### src/rtl/periodic_task_timer_table_assert.svh
// Assertion macros for the task timer table.
// No dependencies.
`ifndef PERIODIC_TASK_TIMER_TABLE_ASSERT_SVH
`define PERIODIC_TASK_TIMER_TABLE_ASSERT_SVH
// a implies b in the next cycle
`define PTT_ASSERT_NEXT(lbl, a, b) \
  lbl: assert property (@(posedge clk_i) disable iff (!rst_ni) (a) |=> (b)) \
    else $error("ptt assertion failed");
// a implies b in the same cycle
`define PTT_ASSERT_NOW(lbl, a, b) \
  lbl: assert property (@(posedge clk_i) disable iff (!rst_ni) (a) |-> (b)) \
    else $error("ptt assertion failed");
`endif

### src/rtl/ptt_pkg.sv
// Package of the task timer table: types, constants, cell record.
// No dependencies.
package ptt_pkg;
  localparam int unsigned Slots = 16;
  localparam int unsigned SlotW = $clog2(Slots);
  localparam int unsigned MaxRes = 16;

  typedef enum logic [1:0] {
    ACT_TICK = 2'd0, ACT_ADD = 2'd1, ACT_REMOVE = 2'd2, ACT_DONE = 2'd3
  } action_e;

  typedef enum logic [2:0] {
    K_DISPATCH = 3'd0, K_SKIP = 3'd1, K_ADDED = 3'd2, K_FULL = 3'd3,
    K_REMOVED = 3'd4, K_NOTFOUND = 3'd5, K_COMPLETED = 3'd6
  } kind_e;

  // Overrun handling while a task is still running.
  localparam logic [1:0] OVR_SHARE = 2'd0;
  localparam logic [1:0] OVR_SKIP = 2'd1;
  localparam logic [1:0] OVR_HOLD = 2'd2;

  typedef enum logic [1:0] {ST_IDLE, ST_SCAN, ST_FINISH} state_e;

  typedef struct packed {
    logic [1:0]  action;
    logic [31:0] task_id;
    logic [31:0] span_ms;
    logic        periodic;
    logic [1:0]  policy;
    logic        run_now;
    logic        inline_run;
    logic        urgent;
  } in_req_t;

  typedef struct packed {
    logic [2:0]  kind;
    logic [31:0] result_id;
    logic [3:0]  slot_index;
    logic        urgent_out;
    logic        inline_out;
    logic        last;
  } out_req_t;

  // One table entry as it travels around the ring.
  typedef struct packed {
    logic        used;
    logic        active;
    logic        periodic;
    logic [1:0]  policy;
    logic        inl;
    logic        urg;
    logic [31:0] id;
    logic [47:0] deadline;
    logic [31:0] period;
    logic [7:0]  running;
  } slot_t;
endpackage

### src/rtl/ptt_cell.sv
// One cell of the slot ring: holds an entry, passes it on when shifting.
// Depends on ptt_pkg.
module ptt_cell (
  input  logic           clk_i,
  input  logic           rst_ni,
  input  logic           shift_i,
  input  ptt_pkg::slot_t prev_i,
  output ptt_pkg::slot_t slot_o
);
  import ptt_pkg::*;
  slot_t slot_q;
  always_ff @(posedge clk_i or negedge rst_ni) begin
    if (!rst_ni) begin
      slot_q <= '0;
    end else if (shift_i) begin
      slot_q <= prev_i;
    end
  end
  assign slot_o = slot_q;
endmodule

### src/rtl/ptt_proc.sv
// Entry processor at the head of the ring: applies one request to one entry.
// Depends on ptt_pkg.
module ptt_proc (
  input  ptt_pkg::in_req_t req_i,
  input  ptt_pkg::slot_t   slot_i,
  input  logic [47:0]      now_i,
  input  logic [31:0]      nid_i,
  input  logic             taken_i,
  output ptt_pkg::slot_t   slot_o,
  output logic             emit_o,
  output logic             hit_o,
  output ptt_pkg::kind_e   kind_o,
  output logic             urg_o,
  output logic             inl_o
);
  import ptt_pkg::*;
  logic due, free, match;
  logic [47:0] rearm;
  always_comb begin
    slot_o = slot_i;
    emit_o = 1'b0;
    hit_o = 1'b0;
    kind_o = K_DISPATCH;
    urg_o = 1'b0;
    inl_o = 1'b0;
    due = slot_i.used && slot_i.active && !(slot_i.deadline > now_i);
    free = !slot_i.used || (!slot_i.active && slot_i.running == 8'd0);
    match = slot_i.used && slot_i.id == req_i.task_id;
    rearm = slot_i.deadline + {16'd0, slot_i.period};
    case (action_e'(req_i.action))
      ACT_TICK: begin
        if (due) begin
          if (slot_i.running != 8'd0 && slot_i.policy == OVR_SKIP) begin
            slot_o.deadline = rearm;
            emit_o = 1'b1;
            kind_o = K_SKIP;
          end else if (!(slot_i.running != 8'd0 && slot_i.policy == OVR_HOLD)) begin
            if (!slot_i.inl && slot_i.running != 8'hFF)
              slot_o.running = slot_i.running + 8'd1;
            emit_o = 1'b1;
            urg_o = slot_i.urg;
            inl_o = slot_i.inl;
            if (slot_i.periodic) slot_o.deadline = rearm;
            else slot_o.active = 1'b0;
          end
        end
      end
      ACT_ADD: begin
        if (free && !taken_i) begin
          hit_o = 1'b1;
          kind_o = K_ADDED;
          slot_o.used = 1'b1;
          slot_o.active = 1'b1;
          slot_o.id = nid_i;
          slot_o.running = 8'd0;
          slot_o.periodic = req_i.periodic;
          slot_o.urg = req_i.urgent;
          if (req_i.periodic) begin
            slot_o.deadline = req_i.run_now ? now_i : now_i + {16'd0, req_i.span_ms};
            slot_o.period = req_i.span_ms;
            slot_o.policy = req_i.policy;
            slot_o.inl = req_i.inline_run;
          end else begin
            slot_o.deadline = now_i + {16'd0, req_i.span_ms};
            slot_o.period = '0;
            slot_o.policy = OVR_SHARE;
            slot_o.inl = 1'b0;
          end
        end
      end
      ACT_REMOVE: begin
        if (match && !taken_i) begin
          hit_o = 1'b1;
          kind_o = K_REMOVED;
          slot_o.active = 1'b0;
        end
      end
      ACT_DONE: begin
        if (match && !taken_i) begin
          hit_o = 1'b1;
          kind_o = K_COMPLETED;
          if (slot_i.running != 8'd0) slot_o.running = slot_i.running - 8'd1;
        end
      end
      default: ;
    endcase
  end
endmodule

### src/rtl/periodic_task_timer_table.sv
// Top level of the periodic task timer table: ring of slot cells and sequencer.
// Depends on ptt_pkg, ptt_cell, ptt_proc and the assertion header.
//
//  channel | direction | payload   | handshake
//  in      | into      | in_req_t  | in_valid_i / in_stall_o
//  out     | out of    | out_req_t | out_valid_o / out_stall_i
//
// Every request rotates the ring of Slots cells once, one entry per cycle
// while the ring is not halted, through the processor at its head: accept,
// ring lap, finish; a new request is taken only once the finish returns to idle.
// Ticks, adds, removes and completions all take one lap.
// Tick results go through a pending register, then a one-deep output register;
// the ring halts while a new result finds that register full and stalled, and
// the finish cycle repeats until the last result has moved out.
// Reset empties every cell at once.
module periodic_task_timer_table (
  input  logic              clk_i,
  input  logic              rst_ni,
  input  logic              in_valid_i,
  output logic              in_stall_o,
  input  ptt_pkg::in_req_t  in_req_i,
  output logic              out_valid_o,
  input  logic              out_stall_i,
  output ptt_pkg::out_req_t out_req_o
);
  import ptt_pkg::*;
  `include "periodic_task_timer_table_assert.svh"

  state_e state_q, state_d;
  in_req_t req_q;
  logic [47:0] now_q;
  logic [31:0] nid_q;
  logic [SlotW-1:0] idx_q;        // slot number now at the head
  logic taken_q;                  // add/remove/done found its slot
  logic [SlotW-1:0] hit_idx_q;
  logic [4:0] cnt_q;              // results emitted this request
  out_req_t obuf_q, obuf_d;
  logic ovalid_q, ovalid_d;
  // tick results pass through pend until the next one or the lap end,
  // so the final one can still be marked last
  out_req_t pend_q, pend_d;
  logic pend_v_q, pend_v_d;

  slot_t cell_out [Slots];
  slot_t head_new;
  logic  shift;
  logic  emit, hit, urg, inl;
  kind_e kind;

  // Ring: the processed head entry is fed into the tail.
  for (genvar g = 0; g < Slots; g++) begin : g_ring
    ptt_cell u_cell (
      .clk_i, .rst_ni, .shift_i(shift),
      .prev_i(g == Slots - 1 ? head_new : cell_out[(g + 1) % Slots]),
      .slot_o(cell_out[g])
    );
  end

  ptt_proc u_proc (
    .req_i(req_q), .slot_i(cell_out[0]), .now_i(now_q), .nid_i(nid_q),
    .taken_i(taken_q), .slot_o(head_new), .emit_o(emit), .hit_o(hit),
    .kind_o(kind), .urg_o(urg), .inl_o(inl)
  );

  logic obuf_free;
  logic scan_emit;    // tick result ready to leave at this cycle
  logic last_slot;
  logic pend_push;
  logic is_tick;
  logic tick_fin_hold;  // last tick result still waits for the output register
  logic tick_fin_move;
  logic fin_emit;       // add/remove/done result enters the output register
  assign obuf_free = !ovalid_q || !out_stall_i;
  assign last_slot = idx_q == SlotW'(Slots - 1);
  assign is_tick = req_q.action == ACT_TICK;
  assign scan_emit = state_q == ST_SCAN && emit && cnt_q < 5'(MaxRes);
  // A pending result must land before the ring advances.
  assign shift = state_q == ST_SCAN && (!scan_emit || obuf_free);
  assign pend_push = scan_emit && shift && is_tick;
  assign tick_fin_hold = state_q == ST_FINISH && is_tick && pend_v_q && !obuf_free;
  assign tick_fin_move = state_q == ST_FINISH && is_tick && pend_v_q && obuf_free;
  assign fin_emit = state_q == ST_FINISH && !is_tick && obuf_free;
  assign in_stall_o = state_q != ST_IDLE;

  always_ff @(posedge clk_i or negedge rst_ni) begin
    if (!rst_ni) begin
      state_q <= ST_IDLE;
    end else begin
      state_q <= state_d;
    end
  end

  always_comb begin
    state_d = state_q;
    case (state_q)
      ST_IDLE: begin
        if (in_valid_i) state_d = ST_SCAN;
      end
      ST_SCAN: begin
        if (shift && last_slot) state_d = ST_FINISH;
      end
      ST_FINISH: begin
        if (is_tick) begin
          if (!tick_fin_hold) state_d = ST_IDLE;
        end else if (obuf_free) begin
          state_d = ST_IDLE;
        end
      end
      default: state_d = ST_IDLE;
    endcase
  end

  // Output path: pending tick result, output register, lap-end result.
  always_comb begin
    ovalid_d = ovalid_q && out_stall_i;
    obuf_d = obuf_q;
    pend_d = pend_q;
    pend_v_d = pend_v_q;
    if (pend_push) begin
      // previous pending result moves to the output register
      if (pend_v_q) begin
        obuf_d = pend_q;
        ovalid_d = 1'b1;
      end
      pend_d = '0;
      pend_d.kind = kind;
      pend_d.result_id = cell_out[0].id;
      pend_d.slot_index = 4'(idx_q);
      pend_d.urgent_out = urg;
      pend_d.inline_out = inl;
      pend_v_d = 1'b1;
    end
    if (tick_fin_move) begin
      obuf_d = pend_q;
      obuf_d.last = 1'b1;
      ovalid_d = 1'b1;
      pend_v_d = 1'b0;
    end
    if (fin_emit) begin
      obuf_d = '0;
      obuf_d.last = 1'b1;
      ovalid_d = 1'b1;
      if (taken_q) obuf_d.slot_index = 4'(hit_idx_q);
      case (action_e'(req_q.action))
        ACT_ADD: begin
          obuf_d.kind = taken_q ? K_ADDED : K_FULL;
          obuf_d.result_id = taken_q ? nid_q : 32'd0;
        end
        ACT_REMOVE: begin
          obuf_d.kind = taken_q ? K_REMOVED : K_NOTFOUND;
          obuf_d.result_id = req_q.task_id;
        end
        ACT_DONE: begin
          obuf_d.kind = taken_q ? K_COMPLETED : K_NOTFOUND;
          obuf_d.result_id = req_q.task_id;
        end
        default: ;
      endcase
    end
  end

  always_ff @(posedge clk_i or negedge rst_ni) begin
    if (!rst_ni) begin
      req_q <= '0;
      now_q <= '0;
      nid_q <= 32'd1;
      obuf_q <= '0;
      ovalid_q <= 1'b0;
      pend_q <= '0;
      pend_v_q <= 1'b0;
      idx_q <= '0;
      taken_q <= 1'b0;
      cnt_q <= '0;
      hit_idx_q <= '0;
    end else begin
      obuf_q <= obuf_d;
      ovalid_q <= ovalid_d;
      pend_q <= pend_d;
      pend_v_q <= pend_v_d;
      if (state_q == ST_IDLE && in_valid_i) begin
        req_q <= in_req_i;
        idx_q <= '0;
        taken_q <= 1'b0;
        cnt_q <= '0;
        if (in_req_i.action == ACT_TICK) now_q <= now_q + 48'd1;
      end
      if (shift) begin
        idx_q <= idx_q + SlotW'(1);
        if (hit) begin
          taken_q <= 1'b1;
          hit_idx_q <= idx_q;
        end
        if (pend_push) cnt_q <= cnt_q + 5'd1;
      end
      // the id is used only when an add found a slot
      if (fin_emit && taken_q && req_q.action == ACT_ADD) nid_q <= nid_q + 32'd1;
    end
  end

  assign out_valid_o = ovalid_q;
  assign out_req_o = obuf_q;

  `PTT_ASSERT_NOW(a_no_shift_idle, state_q == ST_IDLE, !shift)
  `PTT_ASSERT_NEXT(a_out_hold, out_valid_o && out_stall_i, out_valid_o)
  `PTT_ASSERT_NEXT(a_out_stable, out_valid_o && out_stall_i, $stable(out_req_o))
  `PTT_ASSERT_NOW(a_cnt_bound, state_q != ST_IDLE, cnt_q <= 5'(MaxRes))
endmodule

### config.mk
export PLATFORM = sky130hd
export DESIGN_NAME = periodic_task_timer_table
export DESIGN_NICKNAME = d
export VERILOG_FILES = /design/src/rtl/ptt_pkg.sv /design/src/rtl/ptt_cell.sv /design/src/rtl/ptt_proc.sv /design/src/rtl/periodic_task_timer_table.sv
export VERILOG_INCLUDE_DIRS = /design/src /design/src/rtl
export SDC_FILE = /design/constraint.sdc
export NUM_CORES = 2
export LEC_CHECK = 0
export BUFFER_PORTS_ARGS = -buffer_cell sky130_fd_sc_hd__buf_2
export CORE_MARGIN = 1
export CORE_UTILIZATION = 60
export DETAILED_ROUTE_END_ITERATION = 10
export PLACE_DENSITY = 0.76
export SLEW_MARGIN = 10
export SYNTH_ARGS = -nofsm -noshare
export SYNTH_HDL_FRONTEND = slang
export SYNTH_SLANG_ARGS = --single-unit
export TNS_END_PERCENT = 5
### constraint.sdc
create_clock -name clk_i -period 4.6 [get_ports clk_i]
set_input_delay 0.69 -clock clk_i [delete_from_list [all_inputs] [get_ports clk_i]]
set_output_delay 0.69 -clock clk_i [all_outputs]
set_load 0.01 [all_outputs]
# --- Word level (Yosys, flattened, before mapping) ---
# Index checks and enable logic that the tools add are counted.
word_totals:
  wordCells: 341
  out_inout_bits: 44
  register_bits: 2285
op_classes:
  addsub: 8
  order_cmp: 2
  n_reduce_logical: 53
  n_eq_ne: 14
  mux: 76
op_table:
  columns: ["op", "n"]
  rows:
  - ["two-way mux 48 bit", 5]
  - ["two-way mux 42 bit", 4]
  - ["two-way mux 127 bit", 1]
  - ["case mux 35 bit (3 select lines)", 1]
  - ["adder 48 x 32 -> 48 bit", 2]
  - ["case mux 48 bit (2 select lines)", 1]
  - ["two-way mux 80 bit", 1]
  - ["two-way mux 32 bit", 2]
  - ["adder 48 x 1 -> 48 bit, second input constant", 1]
  - ["greater-than comparator 48 bit", 1]
  - ["two-way mux 8 bit", 6]
  - ["two-way mux 37 bit", 1]
  - ["adder 32 x 1 -> 32 bit, second input constant", 1]
  - ["== test 32 bit", 1]
  - ["two-way mux 1 bit", 32]
  - ["logical AND 1 bit", 25]
  - ["case mux 8 bit (3 select lines)", 1]
  - ["two-way mux 5 bit", 3]
  - ["two-way mux 2 bit", 7]
  - ["two-way mux 3 bit", 4]
  - ["two-way mux 4 bit", 3]
  - ["case mux 3 bit (4 select lines)", 1]
  - ["zero test 1 bit", 10]
  - ["adder 8 x 1 -> 8 bit, second input constant", 1]
  - ["23 further kinds", 38]

# --- Depth between registers and ports, before layout ---
logic_depth:
  word_depth: 16
  depth_mapped: 17

# --- Modules after synthesis ---
# Synthesis repeated with hierarchy kept, for this count alone.
unflattened:
  cells_unflattened: 6858
  hier_area_um2: 96814.1
by_module_without_submodules:
  columns: ["mod", "cells_per_inst", "instances", "area_each_um2"]
  rows:
  - ["ptt_cell", 268, 16, 4822.1]
  - ["periodic_task_timer_table", 1126, 1, 10856.7]
  - ["ptt_proc", 1444, 1, 8803.4]

# --- Worst setup path after synthesis ---
# No wires, ideal clock.
synth_path:
  path_kind: "register to register"
  from: "reg now_q[0]"
  to: "reg g_ring[15].u_cell.slot_q, in the netlist g_ring[15].u_cell.slot_o[68]"
  setup_ns: 0.121
  required_ns: 4.479
  stages_incl_launch_ff: 13
  t_arrival_ns: 3.118
  n_path_buf: 0
  setup_slack_ns: 1.361
  cell_sequence: "dfrtp_1 ha_1 fa_1 a21o_1 a221oi_2 o21ai_1 a2111oi_2 nor2_1 a31o_2 or3_1 a21oi_1 o31ai_1 o22a_1"
synth_between:
  elab_chain_len: 10
synth_lines:
  columns: ["item", "line", "source"]
  rows:
  - ["start, declared", "periodic_task_timer_table.sv:31", "logic [47:0] now_q;"]
  - ["start signal, assigned", "periodic_task_timer_table.sv:185", "if (in_req_i.action == ACT_TICK) now_q <= now_q + 48'd1;"]
  - ["greater-than comparator 48 bit", "ptt_proc.sv:26", "due = slot_i.used && slot_i.active && !(slot_i.deadline > now_i);"]
  - ["zero test 1 bit", "ptt_proc.sv:26", null]
  - ["logical AND 1 bit", "ptt_proc.sv:26", null]
  - ["two-way mux 1 bit", "ptt_proc.sv:32", "if (due) begin"]
  - ["two-way mux 1 bit", "ptt_proc.sv:30", "case (action_e'(req_i.action))"]
  - ["logical AND 1 bit (2 in series)", "periodic_task_timer_table.sv:76", "assign scan_emit = state_q == ST_SCAN && emit && cnt_q < 5'(MaxRes);"]
  - ["zero test 1 bit", "periodic_task_timer_table.sv:78", "assign shift = state_q == ST_SCAN && (!scan_emit || obuf_free);"]
  - ["logical OR 1 bit", "periodic_task_timer_table.sv:78", null]
  - ["logical AND 1 bit", "periodic_task_timer_table.sv:78", null]
  - ["end signal, assigned", "ptt_cell.sv:16", "slot_q <= prev_i;"]
  - ["end, declared", "ptt_cell.sv:11", "slot_t slot_q;"]
# Several ways; a longest one is shown, not always the timed one.
# A chain may end at the register's enable or synchronous reset.

# --- Worst setup path in the final report ---
layout_path:
  from: "reg now_q[14]"
  to: "reg g_ring[15].u_cell.slot_q, in the netlist g_ring[15].u_cell.slot_o[57]"
# Same word-level chain as after synthesis.

==> impl_metrics.env <==
export IMPL_syn_to_final_growth_pct=10.6
export IMPL_whs_ns=0.0376
export IMPL_drtIter0Drc=6468
export IMPL_die_area_sq_um=162000
export IMPL_pwr_share_seq_pct=43.9
export IMPL_yosysMostFrequentCell="nand2_1"
export IMPL_grtUsageTotal_pct=28.1
export IMPL_ys_flop_type="dfrtp_1"
export IMPL_layout_drive_gt1_share_pct=7.32
export IMPL_cts_made_buffers=219
export IMPL_initial_core_util_pct=60.6
export IMPL_layout_nets=11000
export IMPL_p_sw_share_pct=38.1
export IMPL_cts_tree="done"
export IMPL_postRouteAntennaNets=0
export IMPL_grt_pass1_wl_um=369000
export IMPL_antenna_found_initial=5
export IMPL_max_slew_margin_rel_pct=35.6
export IMPL_period_share_pct=96.3
export IMPL_clk_latency_ns=0.89
export IMPL_routabilityCongestion=0.919
export IMPL_synthTopCellsByArea="dfrtp_1 (60%), nand2_1 (24%), buf_6 (2.2%)"
export IMPL_p_switching_mw=28.0
export IMPL_synthesis_area_sq_um=96000
export IMPL_ir_worst_vdd_mv=0.447
export IMPL_ys_seq_area_share_pct=59.6
export IMPL_pwr_share_comb_pct=30.6
export IMPL_cp_arrival_ns=5.19
export IMPL_synthCells=10700
export IMPL_synth_edf_count=0
export IMPL_io_pin_count=120
export IMPL_routed_wl_um=223000
export IMPL_worstSetupPathType="register to register"
export IMPL_cp_data_required_time_ns=5.36
export IMPL_first_global_vias=69000
export IMPL_vias=70900
export IMPL_synth_fp_nets=10900
export IMPL_synth_seq_cells=2285
export IMPL_stdcell_area_sq_um=106000
export IMPL_clkTransAtPathRegs_ns=0.06
export IMPL_hold_depth=3
export IMPL_synth_top_area_share_pct=59.5
export IMPL_cts_sinks=2285
export IMPL_fmax_mhz=226
export IMPL_internal_power_mw=45.4
export IMPL_synth_warnings=0
export IMPL_core_sq_um=159000
export IMPL_period_minus_slack_ns=4.43
export IMPL_yosysTopAreaCell="dfrtp_1"
export IMPL_netlist_top_cells_count="nand2_1 (6224), dfrtp_1 (2284), buf_2 (220), nor2_1 (195), buf_6 (184)"
export IMPL_tns_ns=0
export IMPL_worst_pin_slew_ns=0.960
export IMPL_overflow=0
export IMPL_drc=0
export IMPL_final_util_pct=66.9
export IMPL_dr_pass1_iters=6
export IMPL_die_y_um=402
export IMPL_rsz0062_at_grt="no"
export IMPL_vias_per_cell=5.44
export IMPL_placed_area_sq_um=97900
export IMPL_finalHoldViolCount=0
export IMPL_hold_class="input pin to register"
export IMPL_async_flop_share_pct=100
export IMPL_pwr_share_clk_pct=25.5
export IMPL_drv_slew=0
export IMPL_outcome="finished, final reports clean"
export IMPL_path_max_fanout=12
export IMPL_skew_ns=0.0732
export IMPL_power_density_nw_per_um2=692
export IMPL_setup_ws_ns=0.170
export IMPL_finalSetupViolCount=0
export IMPL_end_kind="register"
export IMPL_fillCellCount=12300
export IMPL_avgSynthCellArea_sq_um=8.95
export IMPL_start_kind="register"
export IMPL_p_leak_nw=57.8
export IMPL_cts_htree_levels=4
export IMPL_cts_buffer_depth=3
export IMPL_die_w_um=402
export IMPL_grt_max_degree=157
export IMPL_routedWlPerCell_um=17.1
export IMPL_dp_hpwl_um=141000
export IMPL_post_place_ws_ns=-0.181
export IMPL_port_buffers=119
export IMPL_worst_r2r_path_depth=14
export IMPL_rows=146
export IMPL_drv_cap=0
export IMPL_synth_cell_types=96
export IMPL_cts_root_buf="clkbuf_16"
export IMPL_rrSetupSlack_ns=0.17
-- layout make-up --
class,count,area [sq um],share of cell area [%]
Clock buffer,327,6480,6.10
Antenna cell,2,5.00,0.00472
Clock inverter,84,1170,1.10
Tap cell,2072,2590,2.44
Timing Repair Buffer,401,3870,3.64
Multi-Input combinational cell,7791,34600,32.6
Inverter,75,282,0.265
Sequential cell,2285,57200,53.9
-- critical path: stages (launching register included) --
cell and delay [ns]:
dfrtp_1 0.45, inv_1 0.13, ha_1 0.34, nand4_1 0.13, or4_1 0.66, o2111ai_1 0.60, a31oi_4 0.17, nor3_2 0.39
nand2_1 0.33, buf_4 0.29, nor2_1 0.09, buf_4 0.25, a221oi_1 0.11, buf_4 0.18, o21ai_0 0.15
-- path summary, 6_finish.rpt --
check,endpoint,start
setup / recovery,g_ring[15].u_cell.slot_o[57],now_q[14]
hold / removal,req_q[57],in_req_i[57]
min in group asynchronous,g_ring[7].u_cell.slot_o[9],rst_ni
max in group asynchronous,g_ring[3].u_cell.slot_o[111],rst_ni
setup reg to reg,g_ring[15].u_cell.slot_o[57],now_q[14]
hold reg to reg,g_ring[8].u_cell.slot_o[2],g_ring[9].u_cell.slot_o[2]
-- cell families after synthesis --
logic type / share of synthesized area, %
xor gates and xnor gates: 1.72
DFF: 59.6
muxes: 1.00
and+or+nand+nor: 27.3
buffers and inverters: 4.50
AOI/OAI and AO/OA: 4.33
adders and majority gates: 1.58
-- placed cells by master (no fill, tap or decap), types with 21 or more instances in the layout --
cell / synthesis / final
clkbuf_1: 114 / 49
mux2_2: 42 / 42
dfrtp_1: 2284 / 2283
inv_1: 75 / 75
xnor2_1: 126 / 126
clkbuf_16: 0 / 219
buf_4: 57 / 151
a31oi_1: 92 / 92
a21oi_1: 154 / 154
dlygate4sd3_1: 0 / 49
nor4_1: 23 / 21
nor3_1: 37 / 37
clkbuf_8: 0 / 59
xor2_1: 63 / 63
buf_12: 0 / 82
o211ai_1: 21 / 21
a21o_1: 32 / 32
ha_1: 118 / 118
nand4_1: 44 / 44
buf_2: 220 / 118
o21ai_0: 91 / 91
clkinv_2: 0 / 42
nor2_1: 195 / 194
mux2i_1: 49 / 49
a221oi_1: 44 / 44
and3_1: 36 / 36
nand2_1: 6224 / 6221
nand3_1: 125 / 125
-- state kept, by name (all words and copies together) (netlist names) --
name                  count
now_q                    48
state_q                   2
idx_q                     4
cnt_q                     5
taken_q                   1
hit_idx_q                 4
pend_q                   41
g_ring.u_cell.slot_o   2032
req_q                    72
pend_v_q                  1
out_req_o                42
nid_q                    32
out_valid_o               1
-- per-layer routing --
metal	GRT usage [%]	part of all wire [%]	vias up
met3	3.86	5.6	348
met5	0	0.0090	-
met1	43.7	47	35100
met4	7.67	2.2	2
met2	41.7	45	1740
li1	-	-	33700
-- metrics by stage --
stage	instances	total power, mW
floorplan	10700	48.0
global placement	12600	53.7
detailed placement	12600	54.6
CTS	13000	73.7
global route	13000	78.3
finish	13000	73.4
-- power groups by stage --
stage / logic, mW / registers [mW] / clock network (mW)
2_1_floorplan: 17.3 / 30.8 / 0
3_3_place_gp: 21.5 / 32.2 / 0
3_5_place_dp: 22.2 / 32.4 / 0
4_1_cts: 22.5 / 32.2 / 19.0
5_1_grt: 25.4 / 33.1 / 19.8
6_report: 22.4 / 32.2 / 18.7
-- what timing repair did --
item / 4_1_cts / 5_1_grt
endpoints found under the setup margin: 395 / 260
setup buffers: 3 / 2
pin swaps: 1 / 0
hold endpoints to repair: 102 / 0
hold buffers: 49 / 0
resized for setup: 2 / 0
Note: power is estimated with default switching activity, not from simulation.
